===== config.mk =====
export PLATFORM = sky130hd
export DESIGN_NAME = detector_readout_frame_parser
export DESIGN_NICKNAME = d
export VERILOG_FILES = /design/src/hdl/drfp_pkg.sv /design/src/hdl/detector_readout_frame_parser.sv /design/src/hdl/drfp_front.sv /design/src/hdl/drfp_queue.sv /design/src/hdl/drfp_back.sv
export SDC_FILE = /design/constraint.sdc
export NUM_CORES = 1
export LEC_CHECK = 0
export ABC_CLOCK_PERIOD_IN_PS = 18000
export BUFFER_PORTS_ARGS = -buffer_cell sky130_fd_sc_hd__buf_4
export CORE_MARGIN = 5
export CORE_UTILIZATION = 62
export CTS_BUF_LIST = sky130_fd_sc_hd__clkbuf_2
export DETAILED_ROUTE_END_ITERATION = 12
export GPL_ROUTABILITY_DRIVEN = 0
export HOLD_SLACK_MARGIN = 0.1
export PLACE_DENSITY_LB_ADDON = 0.1
export SLEW_MARGIN = 20
export SYNTH_ARGS = -nofsm -noshare
export SYNTH_HDL_FRONTEND = slang
export SYNTH_SLANG_ARGS = --single-unit

===== constraint.sdc =====
create_clock -name clk -period 18 [get_ports clk]
set_clock_uncertainty 0.15 [all_clocks]
set_input_delay 3.6 -clock clk [delete_from_list [all_inputs] [get_ports clk]]
set_output_delay 3.6 -clock clk [all_outputs]
set_load 0.01 [all_outputs]

===== src/hdl/drfp_pkg.sv =====
// shared types, constants and helpers for the readout frame parser
`timescale 1ns / 1ps
package drfp_pkg;

	localparam int HEADER_BYTES = 19;
	localparam int FRAME_BYTES  = 20;
	localparam int OFFSET_W     = 5;
	localparam int QUEUE_DEPTH  = 2;
	localparam int QPTR_W       = $clog2(QUEUE_DEPTH);
	localparam int QCNT_W       = $clog2(QUEUE_DEPTH + 1);

	localparam logic [7:0]  MARKER_RESET = 8'hA0;
	localparam logic [15:0] FRAMES_MAX   = 16'hFFFF;

	typedef enum logic [1:0] {
		PH_IDLE,
		PH_HEADER,
		PH_FRAMES,
		PH_CRC
	} phase_t;

	typedef enum logic {
		KIND_FRAME,
		KIND_END
	} kind_t;

	// one result job handed from the front to the back
	typedef struct packed {
		kind_t        kind;
		logic [7:0]   board_id;
		logic [23:0]  trigger_count;
		logic [47:0]  abs_bytes;
		logic [23:0]  trigger_crossing;
		logic [7:0]   chip_id;
		logic [23:0]  gray_crossing;
		logic [63:0]  pad_level_zero;
		logic [63:0]  pad_level_one;
		logic [15:0]  frame_count;
	} job_t;

	typedef struct packed {
		logic push;
		job_t job;
	} push_t;

	typedef struct packed {
		logic not_empty;
		logic full;
	} qstat_t;

	function automatic logic [23:0] gray_to_bin24(input logic [23:0] g);
		logic [23:0] b;
		b = '0;
		for (int i = 0; i < 24; i++) begin
			b[i] = ^(g >> i);
		end
		return b;
	endfunction

endpackage


===== src/hdl/detector_readout_frame_parser.sv =====
// top level of the readout frame parser
//
//  channel | signals                         | direction | moves
//  in      | in_valid, in_ready              | input     | one payload word per accept
//  out     | out_valid, out_ready            | output    | one frame or end word
//  cfg     | cfg_write_en, cfg_write_data    | input     | trailer marker, no read-back
//
// one input word per cycle while in_ready is high; a result is written to a queue entry
// at the edge that takes its last word, then loaded into the output register
// the two-entry queue takes the front's jobs while the output register waits
// in_ready drops while the queue is full, whatever the word
// reset empties the queue, returns to idle and sets the trailer marker to 0xa0
`timescale 1ns / 1ps
module detector_readout_frame_parser
	import drfp_pkg::*;
(
	input  logic               clk,
	input  logic               arst_n,
	input  logic               in_valid,
	output logic               in_ready,
	input  logic [7:0]         data_byte,
	input  logic               start_of_payload,
	output logic               out_valid,
	input  logic               out_ready,
	output logic               result_kind,
	output logic [7:0]         board_id,
	output logic [23:0]        trigger_count,
	output logic [40:0]        absolute_crossing,
	output logic [23:0]        trigger_crossing,
	output logic [7:0]         chip_id,
	output logic [23:0]        frame_crossing,
	output logic signed [24:0] time_to_trigger,
	output logic [63:0]        pad_level_zero,
	output logic [63:0]        pad_level_one,
	output logic [15:0]        frame_count,
	input  logic               cfg_write_en,
	input  logic [7:0]         cfg_write_data
);

	logic [7:0] marker_q;
	push_t      push;
	job_t       head;
	qstat_t     stat;
	logic       pop;
	logic       accept;

	always_ff @(posedge clk or negedge arst_n) begin
		if (!arst_n) begin
			marker_q <= MARKER_RESET;
		end else if (cfg_write_en) begin
			marker_q <= cfg_write_data;
		end
	end

	assign in_ready = !stat.full;
	assign accept   = in_valid && in_ready;

	drfp_front u_front (
		.clk              (clk),
		.arst_n           (arst_n),
		.accept           (accept),
		.data_byte        (data_byte),
		.start_of_payload (start_of_payload),
		.trailer_marker   (marker_q),
		.push             (push)
	);

	drfp_queue u_queue (
		.clk    (clk),
		.arst_n (arst_n),
		.push   (push),
		.pop    (pop),
		.head   (head),
		.stat   (stat)
	);

	drfp_back u_back (
		.clk               (clk),
		.arst_n            (arst_n),
		.head              (head),
		.stat              (stat),
		.pop               (pop),
		.out_valid         (out_valid),
		.out_ready         (out_ready),
		.result_kind       (result_kind),
		.board_id          (board_id),
		.trigger_count     (trigger_count),
		.absolute_crossing (absolute_crossing),
		.trigger_crossing  (trigger_crossing),
		.chip_id           (chip_id),
		.frame_crossing    (frame_crossing),
		.time_to_trigger   (time_to_trigger),
		.pad_level_zero    (pad_level_zero),
		.pad_level_one     (pad_level_one),
		.frame_count       (frame_count)
	);

endmodule


===== src/hdl/drfp_front.sv =====
// front end: byte classification, header capture and frame assembly
`timescale 1ns / 1ps
module drfp_front
	import drfp_pkg::*;
(
	input  logic        clk,
	input  logic        arst_n,
	input  logic        accept,
	input  logic [7:0]  data_byte,
	input  logic        start_of_payload,
	input  logic [7:0]  trailer_marker,
	output push_t       push
);

	localparam logic [OFFSET_W-1:0] OFF_BOARD     = OFFSET_W'(0);
	localparam logic [OFFSET_W-1:0] OFF_GTC_FIRST = OFFSET_W'(3);
	localparam logic [OFFSET_W-1:0] OFF_GTC_LAST  = OFFSET_W'(5);
	localparam logic [OFFSET_W-1:0] OFF_ABS_FIRST = OFFSET_W'(6);
	localparam logic [OFFSET_W-1:0] OFF_ABS_LAST  = OFFSET_W'(11);
	localparam logic [OFFSET_W-1:0] OFF_TRG_FIRST = OFFSET_W'(12);
	localparam logic [OFFSET_W-1:0] OFF_TRG_LAST  = OFFSET_W'(14);
	localparam logic [OFFSET_W-1:0] OFF_HDR_LAST  = OFFSET_W'(HEADER_BYTES - 1);
	localparam logic [OFFSET_W-1:0] OFF_GRAY_LAST = OFFSET_W'(3);
	localparam logic [OFFSET_W-1:0] OFF_PAD_FIRST = OFFSET_W'(4);
	localparam logic [OFFSET_W-1:0] OFF_FRM_LAST  = OFFSET_W'(FRAME_BYTES - 1);

	phase_t              phase_q, phase_d;
	logic [OFFSET_W-1:0] offset_q, offset_d;
	logic [15:0]         frames_q, frames_d;
	logic [7:0]          board_q, board_d;
	logic [23:0]         gtc_q, gtc_d;
	logic [47:0]         abs_q, abs_d;
	logic [23:0]         trig_q, trig_d;
	logic [7:0]          chip_q, chip_d;
	logic [23:0]         gray_q, gray_d;
	logic [63:0]         pad0_q, pad0_d;
	logic [63:0]         pad1_q, pad1_d;

	logic [OFFSET_W-1:0] pad_off;
	logic [3:0]          nib_sel;
	logic [3:0]          nib0;
	logic [3:0]          nib1;

	// pad nibble chosen by the data byte index, bits alternate level 0 / level 1
	always_comb begin
		pad_off = offset_q - OFF_PAD_FIRST;
		nib_sel = {~pad_off[3:2], pad_off[1:0]};
		for (int m = 0; m < 4; m++) begin
			nib0[m] = data_byte[7 - 2 * m];
			nib1[m] = data_byte[6 - 2 * m];
		end
	end

	always_comb begin
		phase_d  = phase_q;
		offset_d = offset_q;
		frames_d = frames_q;
		board_d  = board_q;
		gtc_d    = gtc_q;
		abs_d    = abs_q;
		trig_d   = trig_q;
		chip_d   = chip_q;
		gray_d   = gray_q;
		pad0_d   = pad0_q;
		pad1_d   = pad1_q;
		push     = '0;
		if (accept) begin
			if (start_of_payload) begin
				phase_d  = PH_HEADER;
				offset_d = '0;
				frames_d = '0;
				board_d  = '0;
				gtc_d    = '0;
				abs_d    = '0;
				trig_d   = '0;
			end else begin
				case (phase_q)
					PH_HEADER: begin
						if (offset_q == OFF_BOARD) begin
							board_d = data_byte;
						end else if (offset_q >= OFF_GTC_FIRST && offset_q <= OFF_GTC_LAST) begin
							gtc_d = {gtc_q[15:0], data_byte};
						end else if (offset_q >= OFF_ABS_FIRST && offset_q <= OFF_ABS_LAST) begin
							abs_d = {abs_q[39:0], data_byte};
						end else if (offset_q >= OFF_TRG_FIRST && offset_q <= OFF_TRG_LAST) begin
							trig_d = {trig_q[15:0], data_byte};
						end
						if (offset_q == OFF_HDR_LAST) begin
							phase_d  = PH_FRAMES;
							offset_d = '0;
						end else begin
							offset_d = offset_q + 1'b1;
						end
					end
					PH_FRAMES: begin
						if (offset_q == '0 && data_byte == trailer_marker) begin
							phase_d  = PH_CRC;
							offset_d = '0;
						end else begin
							if (offset_q == '0) begin
								chip_d = data_byte;
								pad0_d = '0;
								pad1_d = '0;
							end else if (offset_q <= OFF_GRAY_LAST) begin
								gray_d = {gray_q[15:0], data_byte};
							end else begin
								for (int n = 0; n < 16; n++) begin
									if (nib_sel == 4'(n)) begin
										pad0_d[n*4 +: 4] = pad0_q[n*4 +: 4] | nib0;
										pad1_d[n*4 +: 4] = pad1_q[n*4 +: 4] | nib1;
									end
								end
							end
							if (offset_q == OFF_FRM_LAST) begin
								offset_d = '0;
								if (frames_q != FRAMES_MAX) begin
									frames_d = frames_q + 1'b1;
								end
								push.push                  = 1'b1;
								push.job.kind              = KIND_FRAME;
								push.job.board_id          = board_q;
								push.job.trigger_count     = gtc_q;
								push.job.abs_bytes         = abs_q;
								push.job.trigger_crossing  = trig_q;
								push.job.chip_id           = chip_d;
								push.job.gray_crossing     = gray_d;
								push.job.pad_level_zero    = pad0_d;
								push.job.pad_level_one     = pad1_d;
							end else begin
								offset_d = offset_q + 1'b1;
							end
						end
					end
					PH_CRC: begin
						if (offset_q == '0) begin
							offset_d = OFFSET_W'(1);
						end else begin
							phase_d  = PH_IDLE;
							offset_d = '0;
							push.push                 = 1'b1;
							push.job.kind             = KIND_END;
							push.job.board_id         = board_q;
							push.job.trigger_count    = gtc_q;
							push.job.abs_bytes        = abs_q;
							push.job.trigger_crossing = trig_q;
							push.job.frame_count      = frames_q;
						end
					end
					default: begin
						phase_d = phase_q;
					end
				endcase
			end
		end
	end

	always_ff @(posedge clk or negedge arst_n) begin
		if (!arst_n) begin
			phase_q  <= PH_IDLE;
			offset_q <= '0;
			frames_q <= '0;
		end else begin
			phase_q  <= phase_d;
			offset_q <= offset_d;
			frames_q <= frames_d;
		end
	end

	// header and frame payload, always rewritten before use
	always_ff @(posedge clk) begin
		board_q <= board_d;
		gtc_q   <= gtc_d;
		abs_q   <= abs_d;
		trig_q  <= trig_d;
		chip_q  <= chip_d;
		gray_q  <= gray_d;
		pad0_q  <= pad0_d;
		pad1_q  <= pad1_d;
	end

endmodule


===== src/hdl/drfp_queue.sv =====
// short job queue between the parser front and the result back end
`timescale 1ns / 1ps
module drfp_queue
	import drfp_pkg::*;
(
	input  logic   clk,
	input  logic   arst_n,
	input  push_t  push,
	input  logic   pop,
	output job_t   head,
	output qstat_t stat
);

	job_t              mem_q [QUEUE_DEPTH];
	logic [QPTR_W-1:0] wr_ptr_q;
	logic [QPTR_W-1:0] rd_ptr_q;
	logic [QCNT_W-1:0] count_q;
	logic              do_push;
	logic              do_pop;

	assign stat.not_empty = (count_q != '0);
	assign stat.full      = (count_q == QCNT_W'(QUEUE_DEPTH));
	assign do_push        = push.push && !stat.full;
	assign do_pop         = pop && stat.not_empty;
	assign head           = mem_q[rd_ptr_q];

	always_ff @(posedge clk or negedge arst_n) begin
		if (!arst_n) begin
			wr_ptr_q <= '0;
			rd_ptr_q <= '0;
			count_q  <= '0;
		end else begin
			if (do_push) begin
				wr_ptr_q <= wr_ptr_q + 1'b1;
			end
			if (do_pop) begin
				rd_ptr_q <= rd_ptr_q + 1'b1;
			end
			if (do_push && !do_pop) begin
				count_q <= count_q + 1'b1;
			end else if (do_pop && !do_push) begin
				count_q <= count_q - 1'b1;
			end
		end
	end

	always_ff @(posedge clk) begin
		if (do_push) begin
			mem_q[wr_ptr_q] <= push.job;
		end
	end

endmodule


===== src/hdl/drfp_back.sv =====
// back end: crossing decode, trigger distance and the output register
`timescale 1ns / 1ps
module drfp_back
	import drfp_pkg::*;
(
	input  logic               clk,
	input  logic               arst_n,
	input  job_t               head,
	input  qstat_t             stat,
	output logic               pop,
	output logic               out_valid,
	input  logic               out_ready,
	output logic               result_kind,
	output logic [7:0]         board_id,
	output logic [23:0]        trigger_count,
	output logic [40:0]        absolute_crossing,
	output logic [23:0]        trigger_crossing,
	output logic [7:0]         chip_id,
	output logic [23:0]        frame_crossing,
	output logic signed [24:0] time_to_trigger,
	output logic [63:0]        pad_level_zero,
	output logic [63:0]        pad_level_one,
	output logic [15:0]        frame_count
);

	logic        valid_q;
	logic [23:0] fc;
	logic [24:0] ttt;
	logic [40:0] abs_sum;

	assign pop = stat.not_empty && (!valid_q || out_ready);

	always_comb begin
		fc  = gray_to_bin24(head.gray_crossing);
		ttt = {1'b0, head.trigger_crossing} - {1'b0, fc};
		// upper 16 bits sit at 2^24, overlapping the lower 32
		abs_sum = {1'b0, head.abs_bytes[47:32], 24'd0} + {9'd0, head.abs_bytes[31:0]};
		if (head.kind == KIND_END) begin
			fc  = '0;
			ttt = '0;
		end
	end

	always_ff @(posedge clk or negedge arst_n) begin
		if (!arst_n) begin
			valid_q <= 1'b0;
		end else if (pop) begin
			valid_q <= 1'b1;
		end else if (out_ready) begin
			valid_q <= 1'b0;
		end
	end

	always_ff @(posedge clk) begin
		if (pop) begin
			result_kind       <= (head.kind == KIND_END);
			board_id          <= head.board_id;
			trigger_count     <= head.trigger_count;
			absolute_crossing <= abs_sum;
			trigger_crossing  <= head.trigger_crossing;
			chip_id           <= head.chip_id;
			frame_crossing    <= fc;
			time_to_trigger   <= $signed(ttt);
			pad_level_zero    <= head.pad_level_zero;
			pad_level_one     <= head.pad_level_one;
			frame_count       <= head.frame_count;
		end
	end

	assign out_valid = valid_q;

endmodule


==> key figures, run 1 <==
Timing
  – FMAX: 0.134 GHz
  – Worst-margin pin slew: 1130 ps
  – Final period utilization: 0.414
  – TNS Setup: 0 ps
  – Rel. slew slack: 0.247
  – Hold Fails Final Rpt: 0
  – Unrepaired setup endpoints after global routing: false
  – Final setup viols: 0
  – Min Tclk post-route: 7440 ps
  – Final Slew Violations: 0

Die
  – Initial Util: 0.623
  – Die Y: 283 µm
  – Row count: 100
  – Core area: 74200 µm²
  – Top Ports: 323
  – Die width: 283 µm
  – Die area: 80100 µm²

Logic synthesis
  – Post-synth EDFFs: 1125
  – Sequential fraction of the synthesis area: 0.751
  – Post-Synthesis Cells: 2865
  – Ys Warns: 0
  – Mapped cell area: 46200 µm²
  – Asr flop ratio synth: 0.0310
  – Synth top area cells: edfxtp_1 73%, mux2_2 6.8%, nor2b_1 2.2%
  – List of most frequent post-synthesis cells: 1125 x edfxtp_1, 277 x mux2_2, 228 x nor2_1, 175 x a21oi_1, 164 x nor2b_1
  – Synth area leader: edfxtp_1
  – Syn nets: 2923
  – Most numerous cell in the Yosys netlist: edfxtp_1
  – Synth top area share: 0.731
  – Syn avg cell area: 16.1 µm²
  – Top FF cell, synth: edfxtp_1
  – Seq cells post-synth: 1161
  – Synth cell types: 74

Route
  – Final wirelength: 96600 µm
  – Drt pass-1 iters: 5
  – Detail Route Antenna Nets: 0
  – DR iter-0 viols: 2087
  – Drt wl/cell: 21.3 µm
  – Via-to-Cell Ratio: 5.65
  – DRC viols: 0
  – Via count: 25628

Place
  – DPL Wire Length: 60400 µm
  – Placed Cells: 4029
  – PortBufs: 322

Outcome
  – Status: completed

Pwr
  – Pwr Density: 92.2 nW/µm²
  – Static Leakage: 18.7 nW
  – Maximum vdd drop: 0.0500 mV

Global routing
  – Total grt overflow: 0
  – Global-route wire length before repair: 148000 µm
  – Vias in the first global route: 26520
  – Largest net degree at the start of global routing: 144
  – GRT Total Usage: 0.237
  – Initial antenna violation count: 5

Critical path
  – Arrival time worst endpoint: 8190 ps
  – Critical Path RT: 18750 ps
  – CP Class: in2reg
  – Worst path max stage delay: 710 ps
  – Slowest-stage cell, CP: buf_6
  – Top cell by count, worst path: buf_4
  – CP Max Fanout: 83
  – CP Cell Sequence: buf_4, nand2_1, nor2_1, nand3_4, o21ai_4, buf_4, nor2b_4, buf_12, buf_4, buf_6
  – Critical path capture point type: flop
  – Setup crit start kind: input port
  – R2r setup slk: 11430 ps

CTS
  – CTS sink cnt: 1161
  – Worst-Skew Late Latency: 1390 ps
  – Clk slew on worst S/H paths: 100 ps
  – H-tree Lvls: 5
  – Clock Tree Buf Depth: 4
  – Post-CTS Resized: 0
  – CTS Buf Count: 294
  – Post-CTS Setup Inserts: 0
  – CTS tree: done
  – Hold_buf cts: 0
  – CTS root buf: clkbuf_2

Job
  – Maxcap violations: 0

Cells and area
  – Non-Filler Instances: 4532
  – Area Overhead vs Synth: 12.9%
  – Layout cells sized above 1: 0.309
  – # nets final: 3416

Min path
  – Hold Crit Class: reg2reg
[state kept, by name, summed over array words and instances (netlist names), 16 cells and up]
name                      cells
u_queue.mem_q               562
u_front.gray_q               24
u_back.trigger_count         24
u_front.pad1_q               64
u_back.frame_count           16
u_back.trigger_crossing      24
u_front.pad0_q               64
u_front.frames_q             16
u_back.absolute_crossing     41
u_back.pad_level_one         64
u_front.trig_q               24
u_front.abs_q                48
u_back.time_to_trigger       25
u_back.frame_crossing        24
u_back.pad_level_zero        64
u_front.gtc_q                24
[metal layers]
layer	global-route usage	vias to the layer above	wire (µm)
met2	0.402	1000	49500
met3	0.0584	172	6860
met5	0	-	0
met1	0.301	12623	37700
met4	0.0895	0	2500
li1	-	11833	-
[stage by stage]
step           hold slack (ps)  cell area, µm²  power (W)  utilization  worst slack (ps)
2_1_floorplan              330           46200    0.00314            -              5330
3_3_place_gp               349           49500    0.00317        0.667              8750
3_5_place_dp               363           49600    0.00318        0.668              8930
4_1_cts                    299           52100    0.00486        0.702             10380
5_1_grt                    302           52200    0.00503        0.703             10290
6_report                   317           52200    0.00481        0.703             10560
[placed cells by master (no fill, tap or decap), drive strengths merged, types with 3 or more instances in the layout]
master,count
diode,3
inv,32
maj3,3
mux2i,33
o21ai,28
a31oi,5
nor3,139
xnor2,57
clkinv,84
and4,3
and2,100
a21oi,178
a32oi,5
xnor3,10
a32o,7
nand4,10
mux2,278
a211oi,6
o21bai,3
o31ai,3
nor2,228
clkbuf,404
xor2,58
buf,354
or2,3
nor2b,164
bufinv,6
dfrtp,34
nor4,3
o21a,4
ha,34
nand2b,10
and3,11
nand3,19
nand2,67
edfxtp,1125
a21o,21
[path summary, 6_finish.rpt]
| check | start | endpoint | depth (start not counted) |
|---|---|---|---|
| min in group asynchronous | arst_n | marker_q[1] | 1 |
| max | in_valid | u_queue.mem_q[0][2] | 10 |
| min reg2reg | u_queue.mem_q[0][206] | u_back.absolute_crossing[6] | 1 |
| min | u_queue.mem_q[0][206] | u_back.absolute_crossing[6] | 1 |
| max reg2reg | u_queue.rd_ptr_q | u_back.time_to_trigger[24] | 18 |
| max in group asynchronous | arst_n | u_queue.rd_ptr_q | 1 |
[final cells by class]
class	count	area (µm²)
sequential	1161	34700
fill	5008	22000
multi-input combinational	1519	10900
timing repair buffer	354	2730
clock buffer	404	2020
tap	969	1210
clock inverter	94	529
inverter	28	115
antenna	3	7.51
[cells by family (layout without fill, tap and decap cells)]
logic type	Yosys count	count (layout)	share of synthesized area
flops	1161	1161	0.751
simple gates	765	765	0.0839
mux	311	311	0.0753
compound gates	279	279	0.0358
buf+inv	185	880	0.0157
xor+xnor	125	125	0.0276
fa+ha+maj	39	39	0.0108
other cells	0	3	0
[worst max-delay path: cells and delay by family]
kind | cells | cell delay [ps]
AO/OA/AOI/OAI | 1 | 190
buffers and inverters | 5 | 2240
AND/OR/NAND/NOR | 4 | 2040
[report_power, final]
group          internal, W  total [W]  switching, W
clock             0.000692    0.00169      0.000999
combinational    0.0000466   0.000163      0.000116
sequential         0.00295    0.00296    0.00000623
(Power assumes the default switching activity.)
==> run 2: changes to the inputs <==
ABC_CLOCK_PERIOD_IN_PS = 7500   (was 18000)
clock period = 7.5 ns   (was 18 ns; I/O delays follow)
==> key figures, run 2 (synthesized netlist as in run 1, its figures left out) <==
Min path
  – Hold path startpoint: cfg_write_en
  – Worst hold path stage count: 2 (+1)
  – Hold Crit Class: in2reg
  – WHS Endpoint: marker_q[7]

Global routing
  – Initial antenna violation count: 5 (unchanged)
  – Global-route wire length before repair: 149000 µm (+0.67%)
  – Largest net degree at the start of global routing: 197 (+37%)
  – Vias in the first global route: 26622 (+0.38%)
  – GRT Total Usage: 0.238 (+0.000739)
  – Total grt overflow: 0 (unchanged)

Die
  – Row count: 100 (unchanged)
  – Initial Util: 0.623 (unchanged)
  – Die area: 80100 µm² (unchanged)
  – Top Ports: 323 (unchanged)
  – Die width: 283 µm (unchanged)
  – Core area: 74200 µm² (unchanged)
  – Die Y: 283 µm (unchanged)

Timing
  – FMAX: 0.166 GHz
  – Worst-margin pin slew: 1120 ps (-5.48 ps)
  – Rel. slew slack: 0.251 (+0.00365)
  – Unrepaired setup endpoints after global routing: false
  – Hold Fails Final Rpt: 0 (unchanged)
  – Final setup viols: 0 (unchanged)
  – TNS Setup: 0 ps (unchanged)
  – Final period utilization: 0.805
  – Worst setup margin: 1460 ps (-9100 ps)
  – Min Tclk post-route: 6040 ps
  – Final Slew Violations: 0 (unchanged)

CTS
  – Worst-Skew Late Latency: 1390 ps (about the same)
  – CTS sink cnt: 1161 (unchanged)
  – H-tree Lvls: 5 (unchanged)
  – CTS root buf: clkbuf_2
  – CTS tree: done
  – Clk slew on worst S/H paths: 100 ps (about the same)
  – Post-CTS Resized: 0 (unchanged)
  – CTS Buf Count: 296 (+0.68%)
  – Clock Tree Buf Depth: 4 (unchanged)

Critical path
  – Reg2reg end: u_back.time_to_trigger[24]
  – Setup crit start kind: flop
  – CP Max Fanout: 36 (-57%)
  – R2R depth: 18 (unchanged)
  – FF-to-FF Start: u_queue.rd_ptr_q
  – Arrival time worst endpoint: 6990 ps (-1200 ps)
  – R2r setup slk: 1460 ps (-9970 ps)
  – Critical Path RT: 8450 ps (-10300 ps)
  – Critical path capture point type: flop
  – CP Class: reg2reg

Pwr
  – Static Leakage: 18.6 nW (-0.21%)
  – Maximum vdd drop: 0.140 mV (+180%)
  – Pwr Density: 220 nW/µm² (+140%)

Cells and area
  – # nets final: 3421 (+0.15%)
  – Max reg flops: 562 (unchanged)
  – Area Overhead vs Synth: 12.9% (about the same)
  – Layout cells sized above 1: 0.308 (-0.000691)
  – Final Util: 0.703 (about the same)
  – Non-Filler Instances: 4526 (-0.13%)
  – Most frequent cells in the layout: 1125 x edfxtp_1, 412 x clkbuf_2, 341 x buf_4
  – Commonest non-fill, non-tap cell in the layout: edfxtp_1
  – Biggest register: u_queue.mem_q

Place
  – DPL Wire Length: 60000 µm (-0.53%)
  – Placed Cells: 4024 (-0.12%)
  – Dpl ws: 1430 ps (-7500 ps)
  – PortBufs: 322 (unchanged)

Route
  – DR iter-0 viols: 2136 (+2.3%)
  – Via count: 25511 (-0.46%)
  – DRC viols: 0 (unchanged)
  – Drt pass-1 iters: 7 (+2)
  – Drt wl/cell: 21.4 µm (+0.54%)
  – Final wirelength: 96900 µm (+0.41%)
  – Top sig layer: met4
  – Detail Route Antenna Nets: 0 (unchanged)
  – Metal2 WL: 49700 µm (+0.29%)
  – Wire length on met3: 6600 µm (-3.7%)
  – Wl on met1: 38500 µm (+2.1%)
  – Via-to-Cell Ratio: 5.64 (-0.32%)

Job
  – Maxcap violations: 0 (unchanged)

Outcome
  – Status: completed
## run 2: changes by cell type in the layout (fill, tap and decap cells not counted), moves of 3 or more
cell / delta
clkinv_1: -8
dlygate4sd3_1: +9
clkinv_2: -9
inv_2: +3
clkbuf_2: +8
buf_4: -7
## run 2: timing repair
action                    in CTS  in global routing
hold buffers                   9                  0
setup buffers                  0                  0
hold endpoints to repair      42                  0
## run 2: per-layer routing
layer	track usage	up-vias
li1	-	11813
met1	0.302	12598
met3	0.0645	170
met5	0	-
met4	0.0841	0
met2	0.401	930
## run 2: layout make-up
class                   instances  area [µm²]
flip-flops and latches       1161       34700
well taps                     969        1210
fillers                      5001       22000
diodes                          2        5.00
repair buffers                357        2800
multi-input cells            1519       10900
clock buffers                 412        2060
inverters                      28         111
clock inverters                78         405
## run 2: critical path, cell delays in order (launching register included)
cell,delay (ps)
dfrtp_4,680
inv_4,270
mux2i_4,430
xnor2_2,200
xor2_1,280
inv_1,130
xnor2_1,400
xor2_1,410
xnor2_1,220
xnor2_1,420
xnor2_1,170
ha_1,400
nand2_1,90
mux2i_1,340
nand3_1,260
a21bo_1,280
nor4_1,360
nor4_2,120
o211a_1,230
## run 2: power breakdown
part           switching (W)  total (W)  internal, W
clock                0.00236    0.00396      0.00160
combinational       0.000278   0.000394     0.000116
sequential         0.0000153    0.00710      0.00708
total                0.00265     0.0115      0.00880
## run 2: worst max-delay path by stage
stage	slack, ps	endpoint	start
4_1_cts	1430	u_back.time_to_trigger[24]	u_queue.rd_ptr_q
3_5_place_dp	1430	u_back.time_to_trigger[24]	u_queue.rd_ptr_q
5_1_grt	1060	u_back.time_to_trigger[24]	u_queue.rd_ptr_q
6_report	1460	u_back.time_to_trigger[24]	u_queue.rd_ptr_q
3_3_place_gp	1770	u_back.time_to_trigger[24]	u_queue.rd_ptr_q
2_1_floorplan	40	u_queue.mem_q[0][0]	start_of_payload
## run 2: metrics by stage
step / total power [W] / hold WS [ps] / instance area [µm²]
after floorplan: 0.00752 / 330 / 46200
after global placement: 0.00762 / 347 / 49600
after detailed placement: 0.00763 / 350 / 49600
after CTS: 0.0116 / 115 / 52100
after global routing: 0.0120 / 192 / 52200
final: 0.0115 / 284 / 52200
